$ cat src/hw/rtl/wpla_pkg.sv
package wpla_pkg;

   // Geometry limits
   localparam int MAX_ROI_SIDE   = 1024;
   localparam int MAX_FRAME_SIDE = 4096;
   localparam int CORDIC_STEPS   = 16;

   // Moment widths follow from the largest region side
   localparam int COORD_W = $clog2(MAX_ROI_SIDE);
   localparam int COUNT_W = 2 * COORD_W + 1;
   localparam int SUM_W   = 3 * COORD_W;
   localparam int SQ_W    = 4 * COORD_W;
   localparam int SQ_LO_W = SQ_W / 2;
   localparam int MUL_W   = SUM_W;
   localparam int ACC_W   = 64;

   // Fixed field widths
   localparam int LEVEL_W     = 8;
   localparam int POS_W       = 12;
   localparam int ROI_SIDE_W  = 11;
   localparam int FRAME_CFG_W = 13;
   localparam int ADDR_W      = 5;
   localparam int DATA_W      = 32;

   // Angle arithmetic
   localparam int ROT_W    = 33;
   localparam int Z_W      = 26;
   localparam int ATAN_W   = 22;
   localparam int STEP_W   = 5;
   localparam int ANGLE_W  = 17;
   localparam int BEND_W   = 17;
   localparam int ANGLE_LIMIT = 23040;
   localparam int BEND_LIMIT  = 46080;

   localparam logic [COUNT_W-1:0] MAX_COUNT = COUNT_W'(MAX_ROI_SIDE * MAX_ROI_SIDE);

   typedef enum logic [1:0] {
      STATUS_UPDATED = 2'd0,
      STATUS_EMPTY   = 2'd1,
      STATUS_OUTSIDE = 2'd2
   } status_type;

   typedef enum logic [2:0] {
      REG_ROI_LEFT      = 3'd0,
      REG_ROI_TOP       = 3'd1,
      REG_ROI_WIDTH     = 3'd2,
      REG_ROI_HEIGHT    = 3'd3,
      REG_CALIB_LEVEL   = 3'd4,
      REG_MEASURE_LEVEL = 3'd5,
      REG_FRAME_WIDTH   = 3'd6,
      REG_FRAME_HEIGHT  = 3'd7
   } csr_index_type;

   typedef struct packed {
      logic [LEVEL_W-1:0] blue;
      logic [LEVEL_W-1:0] green;
      logic [LEVEL_W-1:0] red;
      logic [POS_W-1:0]   col;
      logic [POS_W-1:0]   row;
      logic               frame_end;
      logic               calibrate;
   } req_type;

   typedef struct packed {
      logic signed [BEND_W-1:0] bend_angle;
      logic signed [15:0]       baseline_angle_out;
      logic [1:0]               status;
   } rsp_type;

   typedef struct packed {
      logic [POS_W-1:0]       roi_left;
      logic [POS_W-1:0]       roi_top;
      logic [ROI_SIDE_W-1:0]  roi_width;
      logic [ROI_SIDE_W-1:0]  roi_height;
      logic [LEVEL_W-1:0]     calib_level;
      logic [LEVEL_W-1:0]     measure_level;
      logic [FRAME_CFG_W-1:0] frame_width;
      logic [FRAME_CFG_W-1:0] frame_height;
   } cfg_type;

   typedef struct packed {
      logic [COUNT_W-1:0] count;
      logic [SUM_W-1:0]   sum_x;
      logic [SUM_W-1:0]   sum_y;
      logic [SQ_W-1:0]    sum_xx;
      logic [SQ_W-1:0]    sum_yy;
      logic [SQ_W-1:0]    sum_xy;
   } moment_type;

   // Clip a region side to the largest supported side
   function automatic logic [ROI_SIDE_W-1:0] sat_roi(input logic [ROI_SIDE_W-1:0] v);
      sat_roi = (v > ROI_SIDE_W'(MAX_ROI_SIDE)) ? ROI_SIDE_W'(MAX_ROI_SIDE) : v;
   endfunction

   // Clip a frame side to the largest supported side
   function automatic logic [FRAME_CFG_W-1:0] sat_frame(input logic [FRAME_CFG_W-1:0] v);
      sat_frame = (v > FRAME_CFG_W'(MAX_FRAME_SIDE)) ? FRAME_CFG_W'(MAX_FRAME_SIDE) : v;
   endfunction

   // Rounded atan(2^-i) in degrees * 65536
   function automatic logic [ATAN_W-1:0] atan_entry(input logic [STEP_W-1:0] i);
      case (i)
         5'd0:    atan_entry = 22'd2949120;
         5'd1:    atan_entry = 22'd1740967;
         5'd2:    atan_entry = 22'd919879;
         5'd3:    atan_entry = 22'd466945;
         5'd4:    atan_entry = 22'd234379;
         5'd5:    atan_entry = 22'd117304;
         5'd6:    atan_entry = 22'd58666;
         5'd7:    atan_entry = 22'd29335;
         5'd8:    atan_entry = 22'd14668;
         5'd9:    atan_entry = 22'd7334;
         5'd10:   atan_entry = 22'd3667;
         5'd11:   atan_entry = 22'd1833;
         5'd12:   atan_entry = 22'd917;
         5'd13:   atan_entry = 22'd458;
         5'd14:   atan_entry = 22'd229;
         5'd15:   atan_entry = 22'd115;
         5'd16:   atan_entry = 22'd57;
         5'd17:   atan_entry = 22'd29;
         5'd18:   atan_entry = 22'd14;
         5'd19:   atan_entry = 22'd7;
         5'd20:   atan_entry = 22'd4;
         5'd21:   atan_entry = 22'd2;
         5'd22:   atan_entry = 22'd1;
         default: atan_entry = 22'd0;
      endcase
   endfunction

endpackage

$ cat src/hw/rtl/wpla_accum.sv
module wpla_accum
   import wpla_pkg::*;
(
   input  logic       clock,
   input  logic       reset,
   input  logic       enable,
   input  logic       clear,
   input  req_type    pixel,
   input  cfg_type    cfg,
   output moment_type meas_mom,
   output moment_type cal_mom
);

   moment_type meas_ff, meas_in, cal_ff, cal_in;

   logic [ROI_SIDE_W-1:0]  eff_w, eff_h;
   logic [FRAME_CFG_W-1:0] eff_fw, eff_fh;
   logic [POS_W-1:0]       dx, dy;
   logic                   in_region, meas_white, cal_white;
   logic [COORD_W-1:0]     x, y;
   logic [SQ_W-1:0]        xx, yy, xy;

   // Region and frame containment
   always_comb begin
      eff_w  = sat_roi(cfg.roi_width);
      eff_h  = sat_roi(cfg.roi_height);
      eff_fw = sat_frame(cfg.frame_width);
      eff_fh = sat_frame(cfg.frame_height);
      dx = pixel.col - cfg.roi_left;
      dy = pixel.row - cfg.roi_top;
      in_region = (pixel.col >= cfg.roi_left) && (dx < POS_W'(eff_w)) &&
                  (pixel.row >= cfg.roi_top) && (dy < POS_W'(eff_h)) &&
                  (FRAME_CFG_W'(pixel.col) < eff_fw) && (FRAME_CFG_W'(pixel.row) < eff_fh);
      x  = dx[COORD_W-1:0];
      y  = dy[COORD_W-1:0];
      xx = SQ_W'({{COORD_W{1'b0}}, x} * {{COORD_W{1'b0}}, x});
      yy = SQ_W'({{COORD_W{1'b0}}, y} * {{COORD_W{1'b0}}, y});
      xy = SQ_W'({{COORD_W{1'b0}}, x} * {{COORD_W{1'b0}}, y});
      meas_white = (pixel.blue >= cfg.measure_level) && (pixel.green >= cfg.measure_level) &&
                   (pixel.red >= cfg.measure_level);
      cal_white  = pixel.calibrate && (pixel.blue >= cfg.calib_level) &&
                   (pixel.green >= cfg.calib_level) && (pixel.red >= cfg.calib_level);
   end

   // Add a white pixel to each set until its count saturates
   always_comb begin
      meas_in = meas_ff;
      cal_in  = cal_ff;
      if (clear) begin
         meas_in = '0;
         cal_in  = '0;
      end else if (enable && in_region) begin
         if (meas_white && (meas_ff.count < MAX_COUNT)) begin
            meas_in.count  = meas_ff.count + COUNT_W'(1);
            meas_in.sum_x  = meas_ff.sum_x + SUM_W'(x);
            meas_in.sum_y  = meas_ff.sum_y + SUM_W'(y);
            meas_in.sum_xx = meas_ff.sum_xx + xx;
            meas_in.sum_yy = meas_ff.sum_yy + yy;
            meas_in.sum_xy = meas_ff.sum_xy + xy;
         end
         if (cal_white && (cal_ff.count < MAX_COUNT)) begin
            cal_in.count  = cal_ff.count + COUNT_W'(1);
            cal_in.sum_x  = cal_ff.sum_x + SUM_W'(x);
            cal_in.sum_y  = cal_ff.sum_y + SUM_W'(y);
            cal_in.sum_xx = cal_ff.sum_xx + xx;
            cal_in.sum_yy = cal_ff.sum_yy + yy;
            cal_in.sum_xy = cal_ff.sum_xy + xy;
         end
      end
   end

   always_ff @(posedge clock) begin
      if (reset) begin
         meas_ff <= '0;
         cal_ff  <= '0;
      end else begin
         meas_ff <= meas_in;
         cal_ff  <= cal_in;
      end
   end

   assign meas_mom = meas_ff;
   assign cal_mom  = cal_ff;

endmodule

$ cat config.mk
export PLATFORM = sky130hd
export DESIGN_NAME = wpla_accum
export DESIGN_NICKNAME = d
export VERILOG_FILES = /design/src/hw/rtl/wpla_pkg.sv /design/src/hw/rtl/wpla_accum.sv
export SDC_FILE = /design/constraint.sdc
export NUM_CORES = 2
export LEC_CHECK = 0
export ABC_AREA = 1
export BUFFER_PORTS_ARGS = -buffer_cell sky130_fd_sc_hd__buf_2
export CAP_MARGIN = 20
export CORE_UTILIZATION = 24
export CTS_BUF_LIST = sky130_fd_sc_hd__clkbuf_4
export DETAILED_ROUTE_END_ITERATION = 6
export GPL_TIMING_DRIVEN = 0
export SLEW_MARGIN = 20
export SYNTH_ARGS = -nofsm -noshare
export SYNTH_HDL_FRONTEND = slang
export SYNTH_SLANG_ARGS = --single-unit
$ cat constraint.sdc
create_clock -name clock -period 9.2 [get_ports clock]
set_input_delay 0.46 -clock clock [delete_from_list [all_inputs] [get_ports clock]]
set_output_delay 0.46 -clock clock [all_outputs]
set_load 0.005 [all_outputs]
==> results_tabular.tex <==
\begin{tabular}{lr}
\hline
Metric & Value \\
\hline
\multicolumn{2}{l}{\textbf{Logic synthesis}} \\
\quad Number of storage elements in the synthesis netlist & 402 \\
\quad EDFF count, synth & 0 \\
\quad Synthesized area per cell & 6.557 µm² \\
\quad Mux contribution to synthesized area & 0\% \\
\quad Share of synthesized flip-flops with an asynchronous set or reset & 0\% \\
\quad Dominant synthesized flop cell & sky130\_fd\_sc\_hd\_\_dfxtp\_1 \\
\quad Syn\_nets & 6756 \\
\quad Distinct cell type count of the synthesized netlist & 48 \\
\quad Sequential fraction of the synthesis area & 20.38\% \\
\quad Post-synthesis cell area & 0.03948 mm² \\
\quad Adder-Cell Fraction of Synth Area & 21.84\% \\
\quad Dominant combinational cell family by area after synthesis & simple AND/OR/NAND/NOR gates \\
\quad Number of instances in the synthesized netlist & 6021 \\
\quad Post-synthesis share of cell area spent on and, or, nand and nor gates & 29.11\% \\
\quad Yosys Warn Count & 0 \\
\quad Share of the synthesized area in compound gates (AO/OA/AOI/OAI) & 12.52\% \\
\quad Xor-xnor portion of the synthesized cell area & 5.834\% \\
\multicolumn{2}{l}{\textbf{Finish}} \\
\quad Final net count & 7453 \\
\quad Footprint of the multi-input gates & 0.02756 mm² \\
\quad Filler cell count & 18.33k \\
\quad Top library cells by usage in the layout, fill and taps aside & sky130\_fd\_sc\_hd\_\_nand2\_1, sky130\_fd\_sc\_hd\_\_inv\_1, sky130\_fd\_sc\_hd\_\_nor2\_1, sky130\_fd\_sc\_hd\_\_buf\_2, sky130\_fd\_sc\_hd\_\_a21oi\_1 \\
\quad Area of all placed cells without fillers & 0.04712 mm² \\
\quad Most common cell after layout, fill and taps aside & sky130\_fd\_sc\_hd\_\_nand2\_1 \\
\quad Sequential cell area in the final layout & 0.008048 mm² \\
\quad Layout overhead on the synthesized area & 19.34\% \\
\quad Fraction of final layout cells sized beyond drive strength 1 & 13.16\% \\
\quad Final Core Density & 28.91\% \\
\multicolumn{2}{l}{\textbf{Floorplanning}} \\
\quad Starting Density & 24.23\% \\
\quad Top-level I/O count & 544 \\
\quad Site row count & 148 \\
\quad Die outline area & 0.1661 mm² \\
\quad Die extent in x & 407.6 µm \\
\quad Core footprint & 0.1630 mm² \\
\quad Vertical extent of the die & 407.6 µm \\
\multicolumn{2}{l}{\textbf{Global route}} \\
\quad Global-route wire length before repair & 267.4 mm \\
\quad Number of global-route vias before repair & 40.43k \\
\quad Antenna violations before repair & 24 \\
\quad Overall Global Routing Usage & 21.83\% \\
\quad Total global routing overflow & 0 \\
\quad Maximum number of pins on one net before global-route repair & 17 \\
\multicolumn{2}{l}{\textbf{Drt}} \\
\quad Detailed router's first-iteration violation count & 3401 \\
\quad DR DRC count & 0 \\
\quad Via count & 42.80k \\
\quad Routed wire per std cell & 20.90 µm \\
\quad Detailed-route vias per instance & 4.761 \\
\quad DRT Wirelength & 187.9 mm \\
\quad Count of TritonRoute iterations in the first routing pass & 6 \\
\quad Final ANT Viol Nets & 0 \\
\multicolumn{2}{l}{\textbf{Timing}} \\
\quad Total Neg Setup Slack & 0 ns \\
\quad Final hold viol count & 0 \\
\quad Hold\_ws & 0.3087 ns \\
\quad RSZ-0062 raised after global routing & no \\
\quad Number of failing setup endpoints in the final timing report & 0 \\
\quad Min cycle time layout & 8.768 ns \\
\quad Worst Clk Skew & 0.08262 ns \\
\quad Pins Over Slew Limit & 0 \\
\quad Top achievable clock speed & 114.1 MHz \\
\quad Portion of the clock cycle consumed by the worst path in the final layout & 95.30\% \\
\quad Rel. slew slack & 24.46\% \\
\quad Worst-Margin Slew & 1.133 ns \\
\multicolumn{2}{l}{\textbf{Min path}} \\
\quad Hold Path Class & in2reg \\
\quad Cell count of the worst hold path & 5 \\
\quad Launch point of the worst hold path & clear \\
\quad Worst hold path endpoint & meas\_mom[107] \\
\multicolumn{2}{l}{\textbf{Job}} \\
\quad Number of maximum-capacitance violations & 0 \\
\multicolumn{2}{l}{\textbf{Clock network}} \\
\quad Clock transition at path regs & 0.06 ns \\
\quad Number of buffers inserted during clock tree synthesis & 130 \\
\quad Clock Latency Late Sink & 1.13 ns \\
\quad Root Buffer & sky130\_fd\_sc\_hd\_\_clkbuf\_4 \\
\quad TritonCTS clock tree & built \\
\quad Number of sinks driven by the clock tree & 402 \\
\quad Clock H-tree levels & 4 \\
\quad Maximum buffer depth of the clock tree & 3 \\
\multicolumn{2}{l}{\textbf{Setup path}} \\
\quad Data arrival time at the worst-slack endpoint & 9.76 ns \\
\quad Kind of start point of the critical path & input port \\
\quad Crit path max-delay cell type & sky130\_fd\_sc\_hd\_\_fa\_1 \\
\quad Sort of element at the end of the critical path & register \\
\quad Critical path startpoint & pixel[2] \\
\quad R2r startpoint & meas\_mom[200] \\
\quad Worst R2R Setup Slack & 5.87 ns \\
\quad Data required time at the worst endpoint & 10.19 ns \\
\quad Largest stage delay, worst path & 0.55 ns \\
\quad Critical setup path kind & in2reg \\
\quad Capture point of the worst reg-to-reg path & meas\_mom[161] \\
\quad Top fanout value on the critical path & 10 \\
\quad Depth of the most critical reg-to-reg path & 9 \\
\multicolumn{2}{l}{\textbf{Placement}} \\
\quad Post-detail-place hpwl & 155.3 mm \\
\quad Input/output buffers & 542 \\
\quad Placed cell areas & 0.04522 mm² \\
\quad Final weighted congestion in routability-driven placement & 0.9360 \\
\multicolumn{2}{l}{\textbf{Status}} \\
\quad Result of the run & finished clean \\
\hline
\end{tabular}
==> synthesized netlist by cell type, types with 5 or more instances <==
cell	n	share of area [%]
sky130_fd_sc_hd__nor4_1	23	0.36
sky130_fd_sc_hd__xor2_1	184	4.1
sky130_fd_sc_hd__and3_1	8	0.13
sky130_fd_sc_hd__o21ai_1	20	0.25
sky130_fd_sc_hd__a211oi_1	6	0.11
sky130_fd_sc_hd__clkbuf_1	84	0.80
sky130_fd_sc_hd__nor3_1	132	1.7
sky130_fd_sc_hd__nor3b_1	5	0.095
sky130_fd_sc_hd__ha_1	433	14
sky130_fd_sc_hd__o31ai_1	5	0.095
sky130_fd_sc_hd__buf_6	10	0.29
sky130_fd_sc_hd__o21ai_0	204	2.6
sky130_fd_sc_hd__inv_2	10	0.095
sky130_fd_sc_hd__a21oi_1	524	6.6
sky130_fd_sc_hd__xnor2_1	79	1.8
sky130_fd_sc_hd__o21a_1	18	0.34
sky130_fd_sc_hd__buf_2	49	0.62
sky130_fd_sc_hd__a31oi_1	26	0.41
sky130_fd_sc_hd__fa_1	160	8.1
sky130_fd_sc_hd__o211ai_1	18	0.34
sky130_fd_sc_hd__buf_4	6	0.11
sky130_fd_sc_hd__nand2_1	1614	15
sky130_fd_sc_hd__dfxtp_1	402	20
sky130_fd_sc_hd__nand3_1	217	2.8
sky130_fd_sc_hd__buf_1	13	0.12
sky130_fd_sc_hd__a21o_1	22	0.42
sky130_fd_sc_hd__inv_1	865	8.2
sky130_fd_sc_hd__clkinv_1	5	0.048
sky130_fd_sc_hd__nor2_1	657	6.2
sky130_fd_sc_hd__o21bai_1	51	0.97
sky130_fd_sc_hd__nand4_1	134	2.1
sky130_fd_sc_hd__a21boi_0	5	0.095
==> metrics by stage <==
step | cells | setup WS [ns]
6_report | 8990 | 0.4325
3_3_place_gp | 8738 | -2.690
2_1_floorplan | 6021 | 0.8394
3_5_place_dp | 8747 | -1.841
5_1_grt | 8989 | 0.001561
4_1_cts | 8968 | 0.03438
==> flip-flops by register name (all words and copies together) (netlist names) <==
signal    count
meas_mom    201
cal_mom     201
==> routing by layer <==
layer / global-route usage [%] / share of wire, % / vias to the layer above
met2: 35.93 / 46 / 1472
met5: 0 / 0.028 / -
met3: 5.878 / 8.1 / 306
met1: 26.58 / 42 / 20202
met4: 9.431 / 4.5 / 8
li1: - / - / 20809
==> worst max-delay path by stage <==
stage,depth (start not counted),end
finish,51,cal_mom[29]
global route,51,cal_mom[29]
CTS,39,cal_mom[110]
detailed placement,40,cal_mom[116]
global placement,40,cal_mom[38]
floorplan,45,cal_mom[29]
==> final cells by class <==
type | instances | area share (%)
inverter | 880 | 7.043
multi-input combinational | 4577 | 58.50
tap | 2175 | 5.776
clock inverter | 43 | 0.6347
sequential | 402 | 17.08
antenna | 9 | 0.04780
clock buffer | 177 | 2.820
buffer | 160 | 1.678
timing repair buffer | 567 | 6.424
==> timing repair <==
action | in CTS | in global routing
pin swaps | 0 | 4
setup buffers | 0 | 15
endpoints found under the hold margin | 1 | 0
endpoints found under the setup margin | 28 | 93
hold buffers | 1 | 0
resized for setup | 6 | 42
==> worst max-delay path, delay by kind of cell <==
family,cells,cell delay (ns)
adders and majority gates,9,4.09
xor gates and xnor gates,1,0.16
buffers and inverters,13,1.33
and+or+nand+nor,21,2.53
AOI/OAI and AO/OA,7,1.18
==> kinds of logic (layout without fill, tap and decap cells) <==
kind of cell | count (synthesis) | count (layout)
and+or+nand+nor | 2810 | 2810
adders and majority gates | 593 | 593
buffers and inverters | 1042 | 1827
AOI/OAI and AO/OA | 911 | 911
xor gates and xnor gates | 263 | 263
DFF | 402 | 402
other | 0 | 9
Power is left out: the tool's default activity adds up to more than one toggle a clock period on the data nets, which glitch-free logic cannot reach.
